## src/lfps_pkg.sv

```systemverilog
// shared widths, constants, register indexes and the configuration struct
// for the line follower pd steering block; no dependencies
package lfps_pkg;

    // field widths
    localparam int COUNT_WIDTH    = 24;
    localparam int GAIN_FRAC_BITS = 8;
    localparam int SETPOINT_W     = 7;
    localparam int REFLECT_W      = 7;
    localparam int GAIN_W         = 10;
    localparam int POWER_W        = 8;
    localparam int LIMIT_W        = 24;
    localparam int CURVE_W        = 8;
    localparam int OUT_PWR_W      = 10;

    // internal arithmetic widths
    localparam int ERR_W   = 8;
    localparam int DIFF_W  = ERR_W + 1;
    localparam int ACC_W   = 21;
    localparam int GAIN_CNT_W = $clog2(GAIN_W);

    localparam int CURVE_LIMIT = 100;
    localparam int MIX_DIVISOR = 50;
    localparam int MAG_CURVE_W = $clog2(CURVE_LIMIT + 1);
    localparam int MAG_POWER_W = POWER_W;
    localparam int PROD_W      = $clog2(CURVE_LIMIT * (1 << (POWER_W - 1)) + 1);
    localparam int REM_W       = $clog2(MIX_DIVISOR);
    localparam int QUO_W       = PROD_W - $clog2(MIX_DIVISOR) + 1;
    localparam int MD_CNT_W    = $clog2(PROD_W);

    // distance: halves are summed over the wider of the count and the limit
    localparam int SUM_W      = (COUNT_WIDTH > LIMIT_W) ? COUNT_WIDTH : LIMIT_W;
    localparam int DIST_CNT_W = $clog2(SUM_W + 1);

    // configuration port
    localparam int APB_ADDR_W = 5;
    localparam int APB_DATA_W = 32;
    localparam int REG_IDX_W  = APB_ADDR_W - 2;

    localparam logic [REG_IDX_W-1:0] REG_SETPOINT    = 3'd0;
    localparam logic [REG_IDX_W-1:0] REG_P_GAIN      = 3'd1;
    localparam logic [REG_IDX_W-1:0] REG_D_GAIN      = 3'd2;
    localparam logic [REG_IDX_W-1:0] REG_DRIVE_POWER = 3'd3;
    localparam logic [REG_IDX_W-1:0] REG_DIST_LIMIT  = 3'd4;

    localparam logic [SETPOINT_W-1:0]     RST_SETPOINT    = 7'd50;
    localparam logic [GAIN_W-1:0]         RST_P_GAIN      = 10'd33;
    localparam logic [GAIN_W-1:0]         RST_D_GAIN      = 10'd13;
    localparam logic signed [POWER_W-1:0] RST_DRIVE_POWER = 8'sd30;
    localparam logic [LIMIT_W-1:0]        RST_DIST_LIMIT  = 24'd2830;

    typedef struct packed {
        logic [SETPOINT_W-1:0]     setpoint;
        logic [GAIN_W-1:0]         p_gain;
        logic [GAIN_W-1:0]         d_gain;
        logic signed [POWER_W-1:0] drive_power;
        logic [LIMIT_W-1:0]        dist_limit;
    } lfps_cfg_t;

endpackage

```

## src/line_follow_pd_steer.sv

```systemverilog
// line follower pd steering: top level with sequencer and output register
// depends on lfps_pkg, lfps_regs, lfps_mac, lfps_mixdiv, lfps_dist
//
// one input word per control tick (restart, reflect, left and right encoder
// counts) gives one result word (left and right power, steer curve, reached).
// both channels are valid/ready; configuration sits behind an apb port at
// byte addresses 0, 4, 8, 12 and 16, and the user is to write it only while
// the block is idle; the block itself does not enforce this.
// from acceptance to the result on m_valid, the gain products run one gain
// bit per cycle until their registered done flag is seen, the curve is formed
// in the curve state, the inner wheel reduction multiplies one curve bit per
// cycle and divides one quotient bit per cycle, and the result is registered.
// the distance compare runs bit-serially alongside the gain work.
// a new item is taken once the previous one has left the arithmetic, so the
// block cannot take a new item while one is still in the arithmetic.
// when the receiver stalls, the finished word waits in the output register,
// the next word is still accepted and computed, and it waits in the last
// step until the output register is free.
// reset (synchronous, active low) restores the register defaults, clears the
// stored previous error and drops m_valid.
module line_follow_pd_steer import lfps_pkg::*; (
    input  logic                          aclk,
    input  logic                          aresetn,
    input  logic                          s_valid,
    output logic                          s_ready,
    input  logic                          s_restart,
    input  logic [REFLECT_W-1:0]          s_reflect,
    input  logic signed [COUNT_WIDTH-1:0] s_left_count,
    input  logic signed [COUNT_WIDTH-1:0] s_right_count,
    output logic                          m_valid,
    input  logic                          m_ready,
    output logic signed [OUT_PWR_W-1:0]   m_left_power,
    output logic signed [OUT_PWR_W-1:0]   m_right_power,
    output logic signed [CURVE_W-1:0]     m_steer_curve,
    output logic                          m_reached,
    input  logic                          psel,
    input  logic                          penable,
    input  logic                          pwrite,
    input  logic [APB_ADDR_W-1:0]         paddr,
    input  logic [APB_DATA_W-1:0]         pwdata,
    output logic [APB_DATA_W-1:0]         prdata,
    output logic                          pready
);

    typedef enum logic [3:0] {
        ST_IDLE  = 4'b0001,
        ST_GAIN  = 4'b0010,
        ST_CURVE = 4'b0100,
        ST_MIX   = 4'b1000
    } lfps_state_t;

    localparam logic signed [ACC_W-1:0]     ACC_ZERO  = '0;
    localparam logic signed [ACC_W-1:0]     ROUND_ADJ = ACC_W'((1 << GAIN_FRAC_BITS) - 1);
    localparam logic signed [ACC_W-1:0]     CURVE_MAX = ACC_W'(CURVE_LIMIT);
    localparam logic signed [ACC_W-1:0]     CURVE_MIN = ACC_W'(-CURVE_LIMIT);
    localparam logic signed [OUT_PWR_W-1:0] PWR_ZERO  = '0;

    lfps_cfg_t                   cfg;
    lfps_state_t                 state_reg, state_next;
    logic signed [ERR_W-1:0]     last_err_reg;
    logic signed [CURVE_W-1:0]   curve_reg, curve_next;
    logic                        m_valid_reg, m_valid_next;
    logic signed [OUT_PWR_W-1:0] lp_reg, rp_reg, lp_next, rp_next;
    logic signed [CURVE_W-1:0]   mcurve_reg;
    logic                        reached_reg;

    logic                        accept, load_out;
    logic signed [ERR_W-1:0]     error, prev;
    logic signed [DIFF_W-1:0]    diff;
    logic signed [ACC_W-1:0]     acc, acc_adj, curve_wide;
    logic                        mac_done, mix_done, dist_done, dist_reached;
    logic                        mac_start, mix_start;
    logic signed [OUT_PWR_W-1:0] reduce, pwr;
    logic                        curve_pos, curve_neg;

    lfps_regs u_regs (
        .aclk    (aclk),
        .aresetn (aresetn),
        .psel    (psel),
        .penable (penable),
        .pwrite  (pwrite),
        .paddr   (paddr),
        .pwdata  (pwdata),
        .prdata  (prdata),
        .pready  (pready),
        .cfg     (cfg)
    );

    assign s_ready   = (state_reg == ST_IDLE);
    assign accept    = s_valid & s_ready;
    assign mac_start = accept;
    assign mix_start = (state_reg == ST_CURVE);

    assign error = $signed(ERR_W'(cfg.setpoint) - ERR_W'(s_reflect));
    assign prev  = s_restart ? $signed(ERR_W'(0)) : last_err_reg;
    assign diff  = DIFF_W'(error) - DIFF_W'(prev);

    lfps_mac u_mac (
        .aclk    (aclk),
        .aresetn (aresetn),
        .start   (mac_start),
        .error   (error),
        .diff    (diff),
        .p_gain  (cfg.p_gain),
        .d_gain  (cfg.d_gain),
        .acc     (acc),
        .done    (mac_done)
    );

    lfps_dist u_dist (
        .aclk        (aclk),
        .aresetn     (aresetn),
        .start       (accept),
        .left_count  (s_left_count),
        .right_count (s_right_count),
        .limit       (cfg.dist_limit),
        .reached     (dist_reached),
        .done        (dist_done)
    );

    // the reduction unit takes the curve as it is being registered
    lfps_mixdiv u_mixdiv (
        .aclk    (aclk),
        .aresetn (aresetn),
        .start   (mix_start),
        .curve   (curve_next),
        .power   (cfg.drive_power),
        .reduce  (reduce),
        .done    (mix_done)
    );

    // truncate toward zero, then clamp
    assign acc_adj    = acc + ((acc < ACC_ZERO) ? ROUND_ADJ : ACC_ZERO);
    assign curve_wide = acc_adj >>> GAIN_FRAC_BITS;

    always_comb begin
        if (curve_wide > CURVE_MAX) begin
            curve_next = CURVE_W'(CURVE_MAX);
        end else if (curve_wide < CURVE_MIN) begin
            curve_next = CURVE_W'(CURVE_MIN);
        end else begin
            curve_next = curve_wide[CURVE_W-1:0];
        end
    end

    assign pwr       = OUT_PWR_W'(cfg.drive_power);
    assign curve_neg = curve_reg[CURVE_W-1];
    assign curve_pos = ~curve_reg[CURVE_W-1] & (curve_reg != '0);
    assign rp_next   = pwr - (curve_pos ? reduce : PWR_ZERO);
    assign lp_next   = -pwr - (curve_neg ? reduce : PWR_ZERO);

    assign load_out = (state_reg == ST_MIX) & mix_done & dist_done
                      & (~m_valid_reg | m_ready);

    always_comb begin
        state_next = state_reg;
        case (state_reg)
            ST_IDLE:  if (accept)   state_next = ST_GAIN;
            ST_GAIN:  if (mac_done) state_next = ST_CURVE;
            ST_CURVE: state_next = ST_MIX;
            ST_MIX:   if (load_out) state_next = ST_IDLE;
            default:  state_next = ST_IDLE;
        endcase
    end

    always_comb begin
        m_valid_next = m_valid_reg;
        if (load_out) begin
            m_valid_next = 1'b1;
        end else if (m_ready) begin
            m_valid_next = 1'b0;
        end
    end

    always_ff @(posedge aclk) begin
        if (!aresetn) begin
            state_reg    <= ST_IDLE;
            m_valid_reg  <= 1'b0;
            last_err_reg <= '0;
        end else begin
            state_reg   <= state_next;
            m_valid_reg <= m_valid_next;
            if (accept) begin
                last_err_reg <= error;
            end
        end
    end

    always_ff @(posedge aclk) begin
        if (state_reg == ST_CURVE) begin
            curve_reg <= curve_next;
        end
        if (load_out) begin
            mcurve_reg  <= curve_reg;
            reached_reg <= dist_reached;
            lp_reg      <= dist_reached ? PWR_ZERO : lp_next;
            rp_reg      <= dist_reached ? PWR_ZERO : rp_next;
        end
    end

    assign m_valid       = m_valid_reg;
    assign m_left_power  = lp_reg;
    assign m_right_power = rp_reg;
    assign m_steer_curve = mcurve_reg;
    assign m_reached     = reached_reg;

endmodule

```

## src/lfps_regs.sv

```systemverilog
// apb register file holding the five steering configuration registers
// depends on lfps_pkg
module lfps_regs import lfps_pkg::*; (
    input  logic                  aclk,
    input  logic                  aresetn,
    input  logic                  psel,
    input  logic                  penable,
    input  logic                  pwrite,
    input  logic [APB_ADDR_W-1:0] paddr,
    input  logic [APB_DATA_W-1:0] pwdata,
    output logic [APB_DATA_W-1:0] prdata,
    output logic                  pready,
    output lfps_cfg_t             cfg
);

    lfps_cfg_t             cfg_reg;
    logic [REG_IDX_W-1:0]  idx;
    logic                  wr_en;

    assign idx    = paddr[APB_ADDR_W-1:2];
    assign wr_en  = psel & penable & pwrite;
    assign pready = 1'b1;
    assign cfg    = cfg_reg;

    always_ff @(posedge aclk) begin
        if (!aresetn) begin
            cfg_reg.setpoint    <= RST_SETPOINT;
            cfg_reg.p_gain      <= RST_P_GAIN;
            cfg_reg.d_gain      <= RST_D_GAIN;
            cfg_reg.drive_power <= RST_DRIVE_POWER;
            cfg_reg.dist_limit  <= RST_DIST_LIMIT;
        end else if (wr_en) begin
            case (idx)
                REG_SETPOINT:    cfg_reg.setpoint    <= pwdata[SETPOINT_W-1:0];
                REG_P_GAIN:      cfg_reg.p_gain      <= pwdata[GAIN_W-1:0];
                REG_D_GAIN:      cfg_reg.d_gain      <= pwdata[GAIN_W-1:0];
                REG_DRIVE_POWER: cfg_reg.drive_power <= $signed(pwdata[POWER_W-1:0]);
                REG_DIST_LIMIT:  cfg_reg.dist_limit  <= pwdata[LIMIT_W-1:0];
                default: ;
            endcase
        end
    end

    always_comb begin
        case (idx)
            REG_SETPOINT:    prdata = APB_DATA_W'(cfg_reg.setpoint);
            REG_P_GAIN:      prdata = APB_DATA_W'(cfg_reg.p_gain);
            REG_D_GAIN:      prdata = APB_DATA_W'(cfg_reg.d_gain);
            REG_DRIVE_POWER: prdata = APB_DATA_W'(cfg_reg.drive_power);
            REG_DIST_LIMIT:  prdata = APB_DATA_W'(cfg_reg.dist_limit);
            default:         prdata = '0;
        endcase
    end

endmodule

```

## src/lfps_mac.sv

```systemverilog
// serial gain unit: p_gain*error + d_gain*diff, one bit of each gain per cycle
// depends on lfps_pkg
module lfps_mac import lfps_pkg::*; (
    input  logic                     aclk,
    input  logic                     aresetn,
    input  logic                     start,
    input  logic signed [ERR_W-1:0]  error,
    input  logic signed [DIFF_W-1:0] diff,
    input  logic [GAIN_W-1:0]        p_gain,
    input  logic [GAIN_W-1:0]        d_gain,
    output logic signed [ACC_W-1:0]  acc,
    output logic                     done
);

    localparam logic signed [ACC_W-1:0]  ACC_ZERO = '0;
    localparam logic [GAIN_CNT_W-1:0]    CNT_LAST = GAIN_CNT_W'(GAIN_W - 1);

    logic signed [ACC_W-1:0] acc_reg, acc_next;
    logic signed [ACC_W-1:0] err_sh_reg, diff_sh_reg;
    logic [GAIN_W-1:0]       pg_reg, dg_reg;
    logic [GAIN_CNT_W-1:0]   cnt_reg;
    logic                    busy_reg, done_reg;

    assign acc_next = acc_reg + (pg_reg[0] ? err_sh_reg : ACC_ZERO)
                              + (dg_reg[0] ? diff_sh_reg : ACC_ZERO);
    assign acc  = acc_reg;
    assign done = done_reg;

    always_ff @(posedge aclk) begin
        if (!aresetn) begin
            busy_reg <= 1'b0;
            done_reg <= 1'b0;
            cnt_reg  <= '0;
        end else if (start) begin
            busy_reg <= 1'b1;
            done_reg <= 1'b0;
            cnt_reg  <= '0;
        end else if (busy_reg) begin
            cnt_reg <= cnt_reg + 1'b1;
            if (cnt_reg == CNT_LAST) begin
                busy_reg <= 1'b0;
                done_reg <= 1'b1;
            end
        end
    end

    always_ff @(posedge aclk) begin
        if (start) begin
            acc_reg     <= ACC_ZERO;
            err_sh_reg  <= ACC_W'(error);
            diff_sh_reg <= ACC_W'(diff);
            pg_reg      <= p_gain;
            dg_reg      <= d_gain;
        end else if (busy_reg) begin
            acc_reg     <= acc_next;
            err_sh_reg  <= err_sh_reg <<< 1;
            diff_sh_reg <= diff_sh_reg <<< 1;
            pg_reg      <= pg_reg >> 1;
            dg_reg      <= dg_reg >> 1;
        end
    end

endmodule

```

## src/lfps_mixdiv.sv

```systemverilog
// inner wheel reduction: serial |curve|*|power| shift-add, then restoring
// division by the mix divisor one quotient bit per cycle; depends on lfps_pkg
module lfps_mixdiv import lfps_pkg::*; (
    input  logic                        aclk,
    input  logic                        aresetn,
    input  logic                        start,
    input  logic signed [CURVE_W-1:0]   curve,
    input  logic signed [POWER_W-1:0]   power,
    output logic signed [OUT_PWR_W-1:0] reduce,
    output logic                        done
);

    typedef enum logic [2:0] {
        MD_IDLE = 3'b001,
        MD_MUL  = 3'b010,
        MD_DIV  = 3'b100
    } md_state_t;

    localparam logic [MD_CNT_W-1:0] MUL_LAST = MD_CNT_W'(MAG_CURVE_W - 1);
    localparam logic [MD_CNT_W-1:0] DIV_LAST = MD_CNT_W'(PROD_W - 1);
    localparam logic [REM_W:0]      DIVISOR  = (REM_W + 1)'(MIX_DIVISOR);

    md_state_t               state_reg, state_next;
    logic [MD_CNT_W-1:0]     cnt_reg, cnt_next;
    logic                    done_reg, done_next;
    logic [PROD_W-1:0]       work_reg, work_next;
    logic [PROD_W-1:0]       mcand_reg;
    logic [MAG_CURVE_W-1:0]  mplier_reg;
    logic [REM_W-1:0]        rem_reg, rem_next;
    logic                    neg_reg;
    logic [CURVE_W-1:0]      curve_abs;
    logic [MAG_POWER_W-1:0]  power_abs;
    logic [REM_W:0]          trial;
    logic                    fits;
    logic [REM_W:0]          trial_sub;
    logic [OUT_PWR_W-1:0]    quo_ext;

    assign curve_abs = curve[CURVE_W-1] ? CURVE_W'(-curve) : CURVE_W'(curve);
    assign power_abs = power[POWER_W-1] ? MAG_POWER_W'(-power) : MAG_POWER_W'(power);
    assign trial     = {rem_reg, work_reg[PROD_W-1]};
    assign fits      = trial >= DIVISOR;
    assign trial_sub = trial - DIVISOR;
    assign quo_ext   = OUT_PWR_W'(work_reg[QUO_W-1:0]);
    assign reduce    = neg_reg ? $signed(-quo_ext) : $signed(quo_ext);
    assign done      = done_reg;

    always_comb begin
        state_next = state_reg;
        cnt_next   = cnt_reg;
        done_next  = done_reg;
        work_next  = work_reg;
        rem_next   = rem_reg;
        case (state_reg)
            MD_IDLE: begin
                if (start) begin
                    state_next = MD_MUL;
                    cnt_next   = '0;
                    done_next  = 1'b0;
                    work_next  = '0;
                end
            end
            MD_MUL: begin
                work_next = work_reg + (mplier_reg[0] ? mcand_reg : '0);
                cnt_next  = cnt_reg + 1'b1;
                if (cnt_reg == MUL_LAST) begin
                    state_next = MD_DIV;
                    cnt_next   = '0;
                    rem_next   = '0;
                end
            end
            MD_DIV: begin
                // quotient bits shift in at the bottom as dividend bits leave the top
                rem_next  = fits ? trial_sub[REM_W-1:0] : trial[REM_W-1:0];
                work_next = {work_reg[PROD_W-2:0], fits};
                cnt_next  = cnt_reg + 1'b1;
                if (cnt_reg == DIV_LAST) begin
                    state_next = MD_IDLE;
                    done_next  = 1'b1;
                end
            end
            default: begin
                state_next = MD_IDLE;
            end
        endcase
    end

    always_ff @(posedge aclk) begin
        if (!aresetn) begin
            state_reg <= MD_IDLE;
            cnt_reg   <= '0;
            done_reg  <= 1'b0;
        end else begin
            state_reg <= state_next;
            cnt_reg   <= cnt_next;
            done_reg  <= done_next;
        end
    end

    always_ff @(posedge aclk) begin
        work_reg <= work_next;
        rem_reg  <= rem_next;
        if (state_reg == MD_IDLE && start) begin
            mcand_reg  <= PROD_W'(power_abs);
            mplier_reg <= curve_abs[MAG_CURVE_W-1:0];
            neg_reg    <= curve[CURVE_W-1] ^ power[POWER_W-1];
        end else if (state_reg == MD_MUL) begin
            mcand_reg  <= mcand_reg << 1;
            mplier_reg <= mplier_reg >> 1;
        end
    end

endmodule

```

## src/lfps_dist.sv

```systemverilog
// bit-serial travelled distance: |left/2| + |right/2| compared with the limit,
// lsb first with abs, add and subtract carries; depends on lfps_pkg
module lfps_dist import lfps_pkg::*; (
    input  logic                          aclk,
    input  logic                          aresetn,
    input  logic                          start,
    input  logic signed [COUNT_WIDTH-1:0] left_count,
    input  logic signed [COUNT_WIDTH-1:0] right_count,
    input  logic [LIMIT_W-1:0]            limit,
    output logic                          reached,
    output logic                          done
);

    localparam logic [DIST_CNT_W-1:0] CNT_LAST = DIST_CNT_W'(SUM_W);

    logic [SUM_W:0]          lsh_reg, rsh_reg;
    logic [SUM_W-1:0]        lim_reg;
    logic                    lneg_reg, rneg_reg;
    logic                    lc_reg, rc_reg, c_reg, bw_reg;
    logic [DIST_CNT_W-1:0]   cnt_reg;
    logic                    busy_reg, done_reg, reached_reg;
    logic                    la, ra, lc_next, rc_next;
    logic                    s, c_next, bw_next;

    // two's complement magnitude, one bit per cycle
    assign la      = lneg_reg ? (~lsh_reg[0] ^ lc_reg) : lsh_reg[0];
    assign ra      = rneg_reg ? (~rsh_reg[0] ^ rc_reg) : rsh_reg[0];
    assign lc_next = ~lsh_reg[0] & lc_reg;
    assign rc_next = ~rsh_reg[0] & rc_reg;

    assign s       = la ^ ra ^ c_reg;
    assign c_next  = (la & ra) | (c_reg & (la ^ ra));
    assign bw_next = (~s & lim_reg[0]) | (~(s ^ lim_reg[0]) & bw_reg);

    assign reached = reached_reg;
    assign done    = done_reg;

    always_ff @(posedge aclk) begin
        if (!aresetn) begin
            busy_reg <= 1'b0;
            done_reg <= 1'b0;
            cnt_reg  <= '0;
        end else if (start) begin
            busy_reg <= 1'b1;
            done_reg <= 1'b0;
            cnt_reg  <= '0;
        end else if (busy_reg) begin
            cnt_reg <= cnt_reg + 1'b1;
            if (cnt_reg == CNT_LAST) begin
                busy_reg <= 1'b0;
                done_reg <= 1'b1;
            end
        end
    end

    always_ff @(posedge aclk) begin
        if (start) begin
            lsh_reg  <= (SUM_W + 1)'(left_count);
            rsh_reg  <= (SUM_W + 1)'(right_count);
            lneg_reg <= left_count[COUNT_WIDTH-1];
            rneg_reg <= right_count[COUNT_WIDTH-1];
            lim_reg  <= SUM_W'(limit);
            lc_reg   <= 1'b1;
            rc_reg   <= 1'b1;
            c_reg    <= 1'b0;
            bw_reg   <= 1'b0;
        end else if (busy_reg) begin
            lsh_reg <= lsh_reg >> 1;
            rsh_reg <= rsh_reg >> 1;
            lc_reg  <= lc_next;
            rc_reg  <= rc_next;
            // the first magnitude bit is the one halving drops
            if (cnt_reg != '0) begin
                c_reg   <= c_next;
                bw_reg  <= bw_next;
                lim_reg <= lim_reg >> 1;
            end
            if (cnt_reg == CNT_LAST) begin
                reached_reg <= c_next | ~bw_next;
            end
        end
    end

endmodule

```

## config.mk

```make
export PLATFORM = sky130hd
export DESIGN_NAME = line_follow_pd_steer
export DESIGN_NICKNAME = d
export VERILOG_FILES = /design/src/lfps_pkg.sv /design/src/line_follow_pd_steer.sv /design/src/lfps_regs.sv /design/src/lfps_mac.sv /design/src/lfps_mixdiv.sv /design/src/lfps_dist.sv
export SDC_FILE = /design/constraint.sdc
export NUM_CORES = 1
export LEC_CHECK = 0
export BUFFER_PORTS_ARGS = -buffer_cell sky130_fd_sc_hd__buf_2
export CORE_UTILIZATION = 60
export DETAILED_ROUTE_END_ITERATION = 12
export HOLD_SLACK_MARGIN = 0.15
export PLACE_DENSITY = 0.85
export SYNTH_ARGS = -nofsm -noshare
export SYNTH_HDL_FRONTEND = slang
export SYNTH_SLANG_ARGS = --single-unit
```

## constraint.sdc

```tcl
create_clock -name aclk -period 7.38 [get_ports aclk]
set_input_delay 0 -clock aclk [delete_from_list [all_inputs] [get_ports aclk]]
set_output_delay 0 -clock aclk [all_outputs]
set_load 0.1 [all_outputs]
```

==> flow_metrics.env, run 1 <==
export IMPL_cts_htree_levels=2
export IMPL_yosys_area_share_adder_pct=9.31
export IMPL_synth_async_reset_ratio_pct=0
export IMPL_groute_layer_met1_usage_pct=35.3
export IMPL_timing_final_setup_violations=0
export IMPL_crit_required_ns=7.64
export IMPL_detailed_place_hpwl_mm=28.2
export IMPL_timing_max_cap_violations=0
export IMPL_routed_wl_mm=45.3
export IMPL_filler_cell_count=1947
export IMPL_max_freq_mhz=236
export IMPL_post_cts_resized_instances=0
export IMPL_worst_setup_skew_after_layout_ns=0.0249
export IMPL_globalRoute_totalOverflow=0
export IMPL_worst_ir_drop_vdd_mv=0.215
export IMPL_synthCells=1963
export IMPL_grt_first_pass_wirelength_mm=72.7
export IMPL_groute_layer_met2_usage_pct=49.7
export IMPL_worst_slew_pin_slew_ns=1.13
export IMPL_final_max_slew_viol_count=0
export IMPL_preCtsSetupSlack_ns=3.22
export IMPL_dp_cells=2424
export IMPL_firstDrtPassIters=6
export IMPL_numCtsBuffers=37
export IMPL_worst_slew_margin_rel_pct=24.6
export IMPL_drive_gt1_share_pct=11.8
export IMPL_syn_to_final_growth_pct=17.1
export IMPL_num_vias=15000
export IMPL_clockRootBuffer="sky130_fd_sc_hd__clkbuf_16"
export IMPL_clock_sink_count=336
export IMPL_gp_congestion=0.908
export IMPL_avgViaCountPerCell=5.84
export IMPL_syn_avg_cell_area_sq_um=9.39
export IMPL_post_synth_xor_area_fraction_pct=4.08
export IMPL_number_of_distinct_standard_cells_referenced_by_the_synthesized_netlist=67
export IMPL_cts_tree="done"
export IMPL_clk_path_buf_depth=3
export IMPL_die_area_sq_um=31400
export IMPL_clk_insertion_delay_late_ns=0.54
export IMPL_grt_total_usage_pct=28.8
export IMPL_critical_path_endpoint_type="flop"
export IMPL_yosysWarnings=0
export IMPL_critical_path_class="flop to flop"
export IMPL_rows=63
export IMPL_nets=2378
export IMPL_maximum_number_of_pins_on_one_net_before_global_route_repair=97
export IMPL_synth_enable_flop_cells=212
export IMPL_timing_final_crit_share_pct=57.4
export IMPL_first_global_vias=14900
export IMPL_critical_path_arrival_ns=4.50
export IMPL_hold_path_class="primary input to flop"
export IMPL_initial_core_util_pct=61.5
export IMPL_path_max_fanout=14
export IMPL_yosys_register_bits=336
export IMPL_largest_family_of_logic_cells_by_synthesized_area="simple AND/OR/NAND/NOR gates"
export IMPL_synth_mux_area_fraction_pct=3.14
export IMPL_setup_repair_after_global_routing_missed_its_margin="no"
export IMPL_gr_max_usage_layer="met2"
export IMPL_horizontal_extent_of_the_die_microns=177
export IMPL_synth_cell_area_sq_um=18400
export IMPL_setup_ws_ns=3.14
export IMPL_synth_main_ff_cell="sky130_fd_sc_hd__edfxtp_1"
export IMPL_static_leakage_power_nw=9.53
export IMPL_final_instance_count_excl_fill=2576
export IMPL_design_portCount=164
export IMPL_holdWs_ns=0.166
export IMPL_seq_area_frac_synth_pct=48.0
export IMPL_power_density_nw_per_um2=271
export IMPL_postRouteAntennaNets=0
export IMPL_antenna_violations_before_repair=2
export IMPL_clk_pin_slew_worst_paths_ns=0.06
export IMPL_synth_compound_area_share_pct=11.2
export IMPL_fin_setup_tns_ns=0
export IMPL_die_height_microns=177
export IMPL_timing_final_crit_period_ns=4.24
export IMPL_cts_setup_buffers=0
export IMPL_remaining_drc_errors=0
export IMPL_status="complete, no violations"
export IMPL_detail_route_wl_per_cell_microns=17.6
export IMPL_cts_hold_fix_buffers=84
export IMPL_number_of_hold_violations_in_the_final_report=0
export IMPL_design_core_area_sq_um=30000
export IMPL_largest_reg_flops=59
export IMPL_timing_critical_path_from_type="flop"
export IMPL_finish_utilization_pct=72.1
export IMPL_port_buffer_count=152
export IMPL_grt_util_met3_pct=4.43
export IMPL_drc_marker_count_from_the_first_detailed_route_iteration=1460
export IMPL_synth_simple_gate_area_share_pct=19.7
export IMPL_synth_net_count=2184
export IMPL_antenna_cells_inserted=0
[metrics by stage]
| stage | area, sq um | power (mW) |
|---|---|---|
| global route | 21600 | 6.12 |
| finish | 21600 | 5.84 |
| floorplan | 18400 | 3.47 |
| global placement | 19400 | 3.72 |
| CTS | 21600 | 5.81 |
| detailed placement | 19400 | 3.80 |
[cell usage after synthesis, types with 4 or more instances]
master	n	area, sq um
sky130_fd_sc_hd__a31oi_1	7	43.8
sky130_fd_sc_hd__a21o_1	62	465
sky130_fd_sc_hd__mux2_2	7	78.8
sky130_fd_sc_hd__mux2i_1	50	500
sky130_fd_sc_hd__o22ai_1	13	81.3
sky130_fd_sc_hd__buf_4	8	60.1
sky130_fd_sc_hd__nor3_1	22	110
sky130_fd_sc_hd__and3_1	17	106
sky130_fd_sc_hd__nand4_1	8	50.1
sky130_fd_sc_hd__o21a_1	6	45.0
sky130_fd_sc_hd__nor4_1	5	31.3
sky130_fd_sc_hd__a211oi_1	8	60.1
sky130_fd_sc_hd__buf_1	9	33.8
sky130_fd_sc_hd__edfxtp_1	212	6370
sky130_fd_sc_hd__o21ai_1	6	30.0
sky130_fd_sc_hd__and2_1	17	106
sky130_fd_sc_hd__or3_1	5	31.3
sky130_fd_sc_hd__xor2_1	27	236
sky130_fd_sc_hd__clkbuf_1	77	289
sky130_fd_sc_hd__a21oi_1	57	285
sky130_fd_sc_hd__o31ai_1	12	90.1
sky130_fd_sc_hd__dfxtp_1	124	2480
sky130_fd_sc_hd__a22oi_1	17	128
sky130_fd_sc_hd__ha_1	94	1180
sky130_fd_sc_hd__a21boi_0	35	263
sky130_fd_sc_hd__o21ai_0	65	325
sky130_fd_sc_hd__nand3b_1	4	30.0
sky130_fd_sc_hd__or2_2	9	56.3
sky130_fd_sc_hd__nand2_1	514	1930
sky130_fd_sc_hd__nand3_1	29	145
sky130_fd_sc_hd__o21bai_1	6	45.0
sky130_fd_sc_hd__nor2b_1	47	294
sky130_fd_sc_hd__fa_1	27	541
sky130_fd_sc_hd__nor2_1	110	413
sky130_fd_sc_hd__inv_1	118	443
sky130_fd_sc_hd__xnor2_1	57	499
sky130_fd_sc_hd__nand2b_1	28	175
[critical path: stages (launching register included)]
cell and delay (ns):
sky130_fd_sc_hd__dfxtp_1 0.68, sky130_fd_sc_hd__ha_1 0.34, sky130_fd_sc_hd__a311oi_1 0.27, sky130_fd_sc_hd__o21bai_1 0.15, sky130_fd_sc_hd__a221oi_2 0.81, sky130_fd_sc_hd__a21oi_1 0.21, sky130_fd_sc_hd__nor3_1 0.29, sky130_fd_sc_hd__a21oi_1 0.11
sky130_fd_sc_hd__nand3b_1 0.26, sky130_fd_sc_hd__ha_1 0.25, sky130_fd_sc_hd__o211ai_1 0.15, sky130_fd_sc_hd__o31ai_1 0.10, sky130_fd_sc_hd__a21boi_0 0.25, sky130_fd_sc_hd__o21ai_1 0.09
[routing by layer]
metal  wire [microns]  up-vias  part of all wire, %
met3             3130      173                  6.9
li1                 -     7039                    -
met2            22600      687                   50
met4             1890        4                  4.2
met5               27        -                0.060
met1            17700     7146                   39
[kinds of logic (layout without fill, tap and decap cells)]
group,Yosys count,after routing
other,1,1
adder cells (fa/ha/maj),121,121
buffers and inverters,214,437
XOR/XNOR,85,85
flip-flops,336,336
AND/OR/NAND/NOR,833,833
AO/OA/AOI/OAI,316,316
multiplexers,57,57
[worst paths after layout]
kind / from / slack, ns / cells past startpoint / end
min: s_reflect[2] / 0.17 / 6 / last_err_reg[2]
max: u_mac.acc[20] / 3.14 / 13 / u_mixdiv.mplier_reg[4]
max reg2reg: u_mac.acc[20] / 3.14 / 13 / u_mixdiv.mplier_reg[4]
min reg2reg: curve_reg[5] / 0.45 / 0 / m_steer_curve[5]
[layout make-up]
| cell class | count | area, sq um | area share, % |
|---|---|---|---|
| flip-flops and latches | 336 | 8850 | 41.0 |
| multi-input cells | 1413 | 8770 | 40.6 |
| repair buffers | 251 | 1710 | 7.94 |
| clock buffers | 51 | 1060 | 4.92 |
| well taps | 390 | 488 | 2.26 |
| inverters | 118 | 444 | 2.06 |
| clock inverters | 17 | 263 | 1.22 |
[cells in the final DEF, fill, tap and decap left out, types with 62 or more instances in the layout]
master,n
sky130_fd_sc_hd__nand2_1,512
sky130_fd_sc_hd__edfxtp_1,212
sky130_fd_sc_hd__buf_2,152
sky130_fd_sc_hd__dfxtp_1,124
sky130_fd_sc_hd__inv_1,117
sky130_fd_sc_hd__nor2_1,110
sky130_fd_sc_hd__ha_1,94
sky130_fd_sc_hd__dlygate4sd3_1,84
sky130_fd_sc_hd__o21ai_0,65
sky130_fd_sc_hd__a21o_1,62
[where the power goes]
part	total (mW)	internal (mW)	switching, mW
combinational	1.46	0.587	0.876
sequential	2.39	2.24	0.144
clock	1.99	1.23	0.768
total	5.84	4.06	1.79
Power figures use the tool's default switching activity.
==> run 2: changes to the inputs <==
- ABC_AREA: unset -> 1
- CORE_UTILIZATION: 60 -> 55
- PLACE_DENSITY: 0.85 -> 0.82
- clock period: 7.38 -> 3.7 ns (I/O delays scaled with it)
==> run 2 against run 1 <==
  * Clock power rose by 80%
  * Die area rose by 11%
  * Largest cell class unchanged
  * Sequential share of layout area fell by 0.83 points
  * Clock-buffer cell count rose by 9
  * Critical path type unchanged
  * Largest power group is now combinational cells
==> flow_metrics.env, run 2 <==
export IMPL_synth_top_cells_by_count="sky130_fd_sc_hd__nand2_1, sky130_fd_sc_hd__inv_1, sky130_fd_sc_hd__edfxtp_1"
export IMPL_design_core_area_sq_um=33500
export IMPL_most_common_layout_cells="sky130_fd_sc_hd__nand2_1, sky130_fd_sc_hd__inv_1, sky130_fd_sc_hd__edfxtp_1"
export IMPL_port_buffer_count=152
export IMPL_timing_max_cap_violations=0
export IMPL_avgViaCountPerCell=5.42
export IMPL_setup_repair_after_global_routing_missed_its_margin="yes"
export IMPL_worst_ir_drop_vdd_mv=0.566
export IMPL_most_common_cell_in_the_netlist="sky130_fd_sc_hd__nand2_1"
export IMPL_postRouteAntennaNets=0
export IMPL_seqPwrFrac_pct=36.8
export IMPL_regToRegSetupSlack_ns=0.12
export IMPL_design_portCount=164
export IMPL_layout_cells_most_common="sky130_fd_sc_hd__nand2_1"
export IMPL_worst_setup_skew_after_layout_ns=0.0202
export IMPL_horizontal_extent_of_the_die_microns=186
export IMPL_drc_marker_count_from_the_first_detailed_route_iteration=1246
export IMPL_library_cell_appearing_most_often_on_the_critical_path="sky130_fd_sc_hd__nor2_1"
export IMPL_hold_path_cell_count=5
export IMPL_timing_final_crit_share_pct=96.9
export IMPL_combPwrFrac_pct=41.7
export IMPL_detailed_place_hpwl_mm=31.6
export IMPL_yosys_register_bits=336
export IMPL_drive_gt1_share_pct=11.2
export IMPL_worst_path_max_delay_cell="sky130_fd_sc_hd__edfxtp_1"
export IMPL_numCtsBuffers=37
export IMPL_critical_path_cell_chain="inv_2, ha_1, inv_1, o31ai_2, xor2_1, nand2_1, ha_1, ha_4, a21oi_1, o31ai_4, nand2_1, inv_1, nor2_1, o21bai_1, nand2_1, inv_1, nor2_1, nor2_1, nor2_1, o21ai_0, a21oi_1"
export IMPL_timing_critical_path_max_delay_family="compound AO/OA/AOI/OAI gates"
export IMPL_synth_cell_area_sq_um=18700
export IMPL_worst_slew_margin_rel_pct=37.6
export IMPL_number_of_distinct_standard_cells_referenced_by_the_synthesized_netlist=54
export IMPL_hold_path_class="primary input to flop"
export IMPL_die_area_sq_um=34800
export IMPL_path_max_fanout=4
export IMPL_globalRoute_totalOverflow=0
export IMPL_critical_path_endpoint_type="flop"
export IMPL_synth_async_reset_ratio_pct=0
export IMPL_switching_share_pct=40.3
export IMPL_routed_wl_mm=47.6
export IMPL_num_vias=16200
export IMPL_gp_congestion=0.916
export IMPL_reg2regPathDepth=21
export IMPL_die_height_microns=186
export IMPL_remaining_drc_errors=0
export IMPL_nets=2736
export IMPL_first_global_vias=16200
export IMPL_number_of_hold_violations_in_the_final_report=0
export IMPL_internal_power_mw=9.95
export IMPL_synthDominantCellAreaShare_pct=34.0
export IMPL_synth_area_leader_cell="sky130_fd_sc_hd__edfxtp_1"
export IMPL_clock_power_share_pct=21.5
export IMPL_clock_sink_count=336
export IMPL_synthCells=2288
export IMPL_power_density_nw_per_um2=757
export IMPL_regToRegStartpoint="u_mixdiv.work_reg[0]"
export IMPL_seq_area_frac_synth_pct=47.3
export IMPL_clockRootBuffer="sky130_fd_sc_hd__clkbuf_16"
export IMPL_worst_slew_pin_slew_ns=0.936
export IMPL_synth_net_count=2509
export IMPL_syn_avg_cell_area_sq_um=8.18
export IMPL_timing_final_setup_violations=0
export IMPL_clk_pin_slew_worst_paths_ns=0.06
export IMPL_r2r_end="m_left_power[9]"
export IMPL_holdCritStartpoint="s_reflect[1]"
export IMPL_initial_core_util_pct=55.8
export IMPL_hold_path_endpoint="last_err_reg[1]"
export IMPL_crit_required_ns=4.07
export IMPL_rows=67
export IMPL_firstDrtPassIters=6
export IMPL_static_leakage_power_nw=10.4
export IMPL_critical_path_n_buffers_inverters=4
export IMPL_grt_first_pass_wirelength_mm=78.2
export IMPL_synth_main_ff_cell="sky130_fd_sc_hd__edfxtp_1"
export IMPL_total_power_mw=16.7
export IMPL_timing_critical_path_from_type="flop"
export IMPL_maximum_number_of_pins_on_one_net_before_global_route_repair=77
export IMPL_synth_area_top_cells="sky130_fd_sc_hd__edfxtp_1, sky130_fd_sc_hd__nand2_1, sky130_fd_sc_hd__dfxtp_1"
export IMPL_critical_path_class="flop to flop"
export IMPL_clk_insertion_delay_late_ns=0.54
export IMPL_clk_path_buf_depth=3
export IMPL_worst_path_largest_cell_delay_ns=0.44
export IMPL_synth_enable_flop_cells=212
export IMPL_syn_to_final_growth_pct=17.8
export IMPL_worst_setup_path_startpoint="u_mixdiv.work_reg[0]"
export IMPL_holdWs_ns=0.214
export IMPL_largest_reg_flops=59
export IMPL_grt_total_usage_pct=27.3
export IMPL_yosysWarnings=0
export IMPL_critical_path_arrival_ns=3.95
export IMPL_status="complete, no violations"
export IMPL_cts_tree="done"
export IMPL_cts_htree_levels=2
export IMPL_detail_route_wl_per_cell_microns=15.9
export IMPL_timing_final_crit_period_ns=3.58
export IMPL_final_max_slew_viol_count=0
export IMPL_antenna_violations_before_repair=1
export IMPL_power_switching_mw=6.73
export IMPL_max_freq_mhz=279
[run 2: per-stage QoR]
stage               setup TNS, ns  setup slack (ns)  cell area, sq um  utilization [%]  cells
floorplan                       0             0.315             18700                -   2288
global placement                0             0.287             19900             59.4   2834
detailed placement              0             0.223             19900             59.4   2834
CTS                             0             0.183             21900             65.4   2987
global route               -0.234            -0.127             22000             65.7   2993
finish                          0             0.116             22000             65.7   2993
[run 2: logic make-up after synthesis]
logic type / count (synthesis) / synth area share [%]
flip-flops: 336 / 47.3
buffers and inverters: 419 / 8.77
AO/OA/AOI/OAI: 388 / 11.5
AND/OR/NAND/NOR: 981 / 21.3
adder cells (fa/ha/maj): 121 / 9.17
other: 1 / 0.0200
XOR/XNOR: 42 / 1.97
[run 2: worst register-to-register path: stages (launching register included)]
cell and delay [ns]:
sky130_fd_sc_hd__edfxtp_1 0.44, sky130_fd_sc_hd__inv_2 0.10, sky130_fd_sc_hd__ha_1 0.16, sky130_fd_sc_hd__inv_1 0.07, sky130_fd_sc_hd__o31ai_2 0.21, sky130_fd_sc_hd__xor2_1 0.24
sky130_fd_sc_hd__nand2_1 0.10, sky130_fd_sc_hd__ha_1 0.34, sky130_fd_sc_hd__ha_4 0.26, sky130_fd_sc_hd__a21oi_1 0.32, sky130_fd_sc_hd__o31ai_4 0.14, sky130_fd_sc_hd__nand2_1 0.08
sky130_fd_sc_hd__inv_1 0.06, sky130_fd_sc_hd__nor2_1 0.15, sky130_fd_sc_hd__o21bai_1 0.12, sky130_fd_sc_hd__nand2_1 0.08, sky130_fd_sc_hd__inv_1 0.07, sky130_fd_sc_hd__nor2_1 0.10
sky130_fd_sc_hd__nor2_1 0.05, sky130_fd_sc_hd__nor2_1 0.13, sky130_fd_sc_hd__o21ai_0 0.10, sky130_fd_sc_hd__a21oi_1 0.14
[run 2: cell type report]
class,count,area (sq um)
repair buffers,268,1870
diodes,1,2.50
multi-input cells,1533,8290
well taps,448,561
clock buffers,60,1120
clock inverters,8,67.6
flip-flops and latches,336,8850
fillers,2635,11500
inverters,339,1280
[run 2: how the worst max path moves through the flow]
stage | to | slack, ns | depth (start not counted)
2_1_floorplan | prdata[10] | 0.31 | 6
3_3_place_gp | m_left_power[9] | 0.29 | 23
3_5_place_dp | m_left_power[9] | 0.22 | 21
4_1_cts | m_left_power[9] | 0.18 | 21
5_1_grt | m_left_power[8] | -0.13 | 19
6_report | m_left_power[9] | 0.12 | 21
[run 2: layer usage]
layer	track usage (%)	up-vias	wire, microns
li1	-	7906	-
met1	34.6	7554	19700
met2	47.4	655	23400
met3	3.50	122	2950
met4	10.4	0	1540
met5	0	-	0
[run 2: repair_timing]
action                                  CTS  global route
gates resized for setup                   0             8
hold buffers                             85             0
buffers inserted                          0             5
hold endpoints to repair                130             0
endpoints found under the setup margin    0             8
[run 2: power by group through the flow]
| stage | clock, mW | sequential, mW | combinational, mW |
|---|---|---|---|
| detailed placement | 0 | 6.20 | 6.63 |
| floorplan | 0 | 6.02 | 5.17 |
| finish | 3.59 | 6.14 | 6.96 |
| global route | 3.77 | 6.23 | 7.91 |
| global placement | 0 | 6.16 | 6.40 |
| CTS | 3.61 | 6.14 | 6.77 |
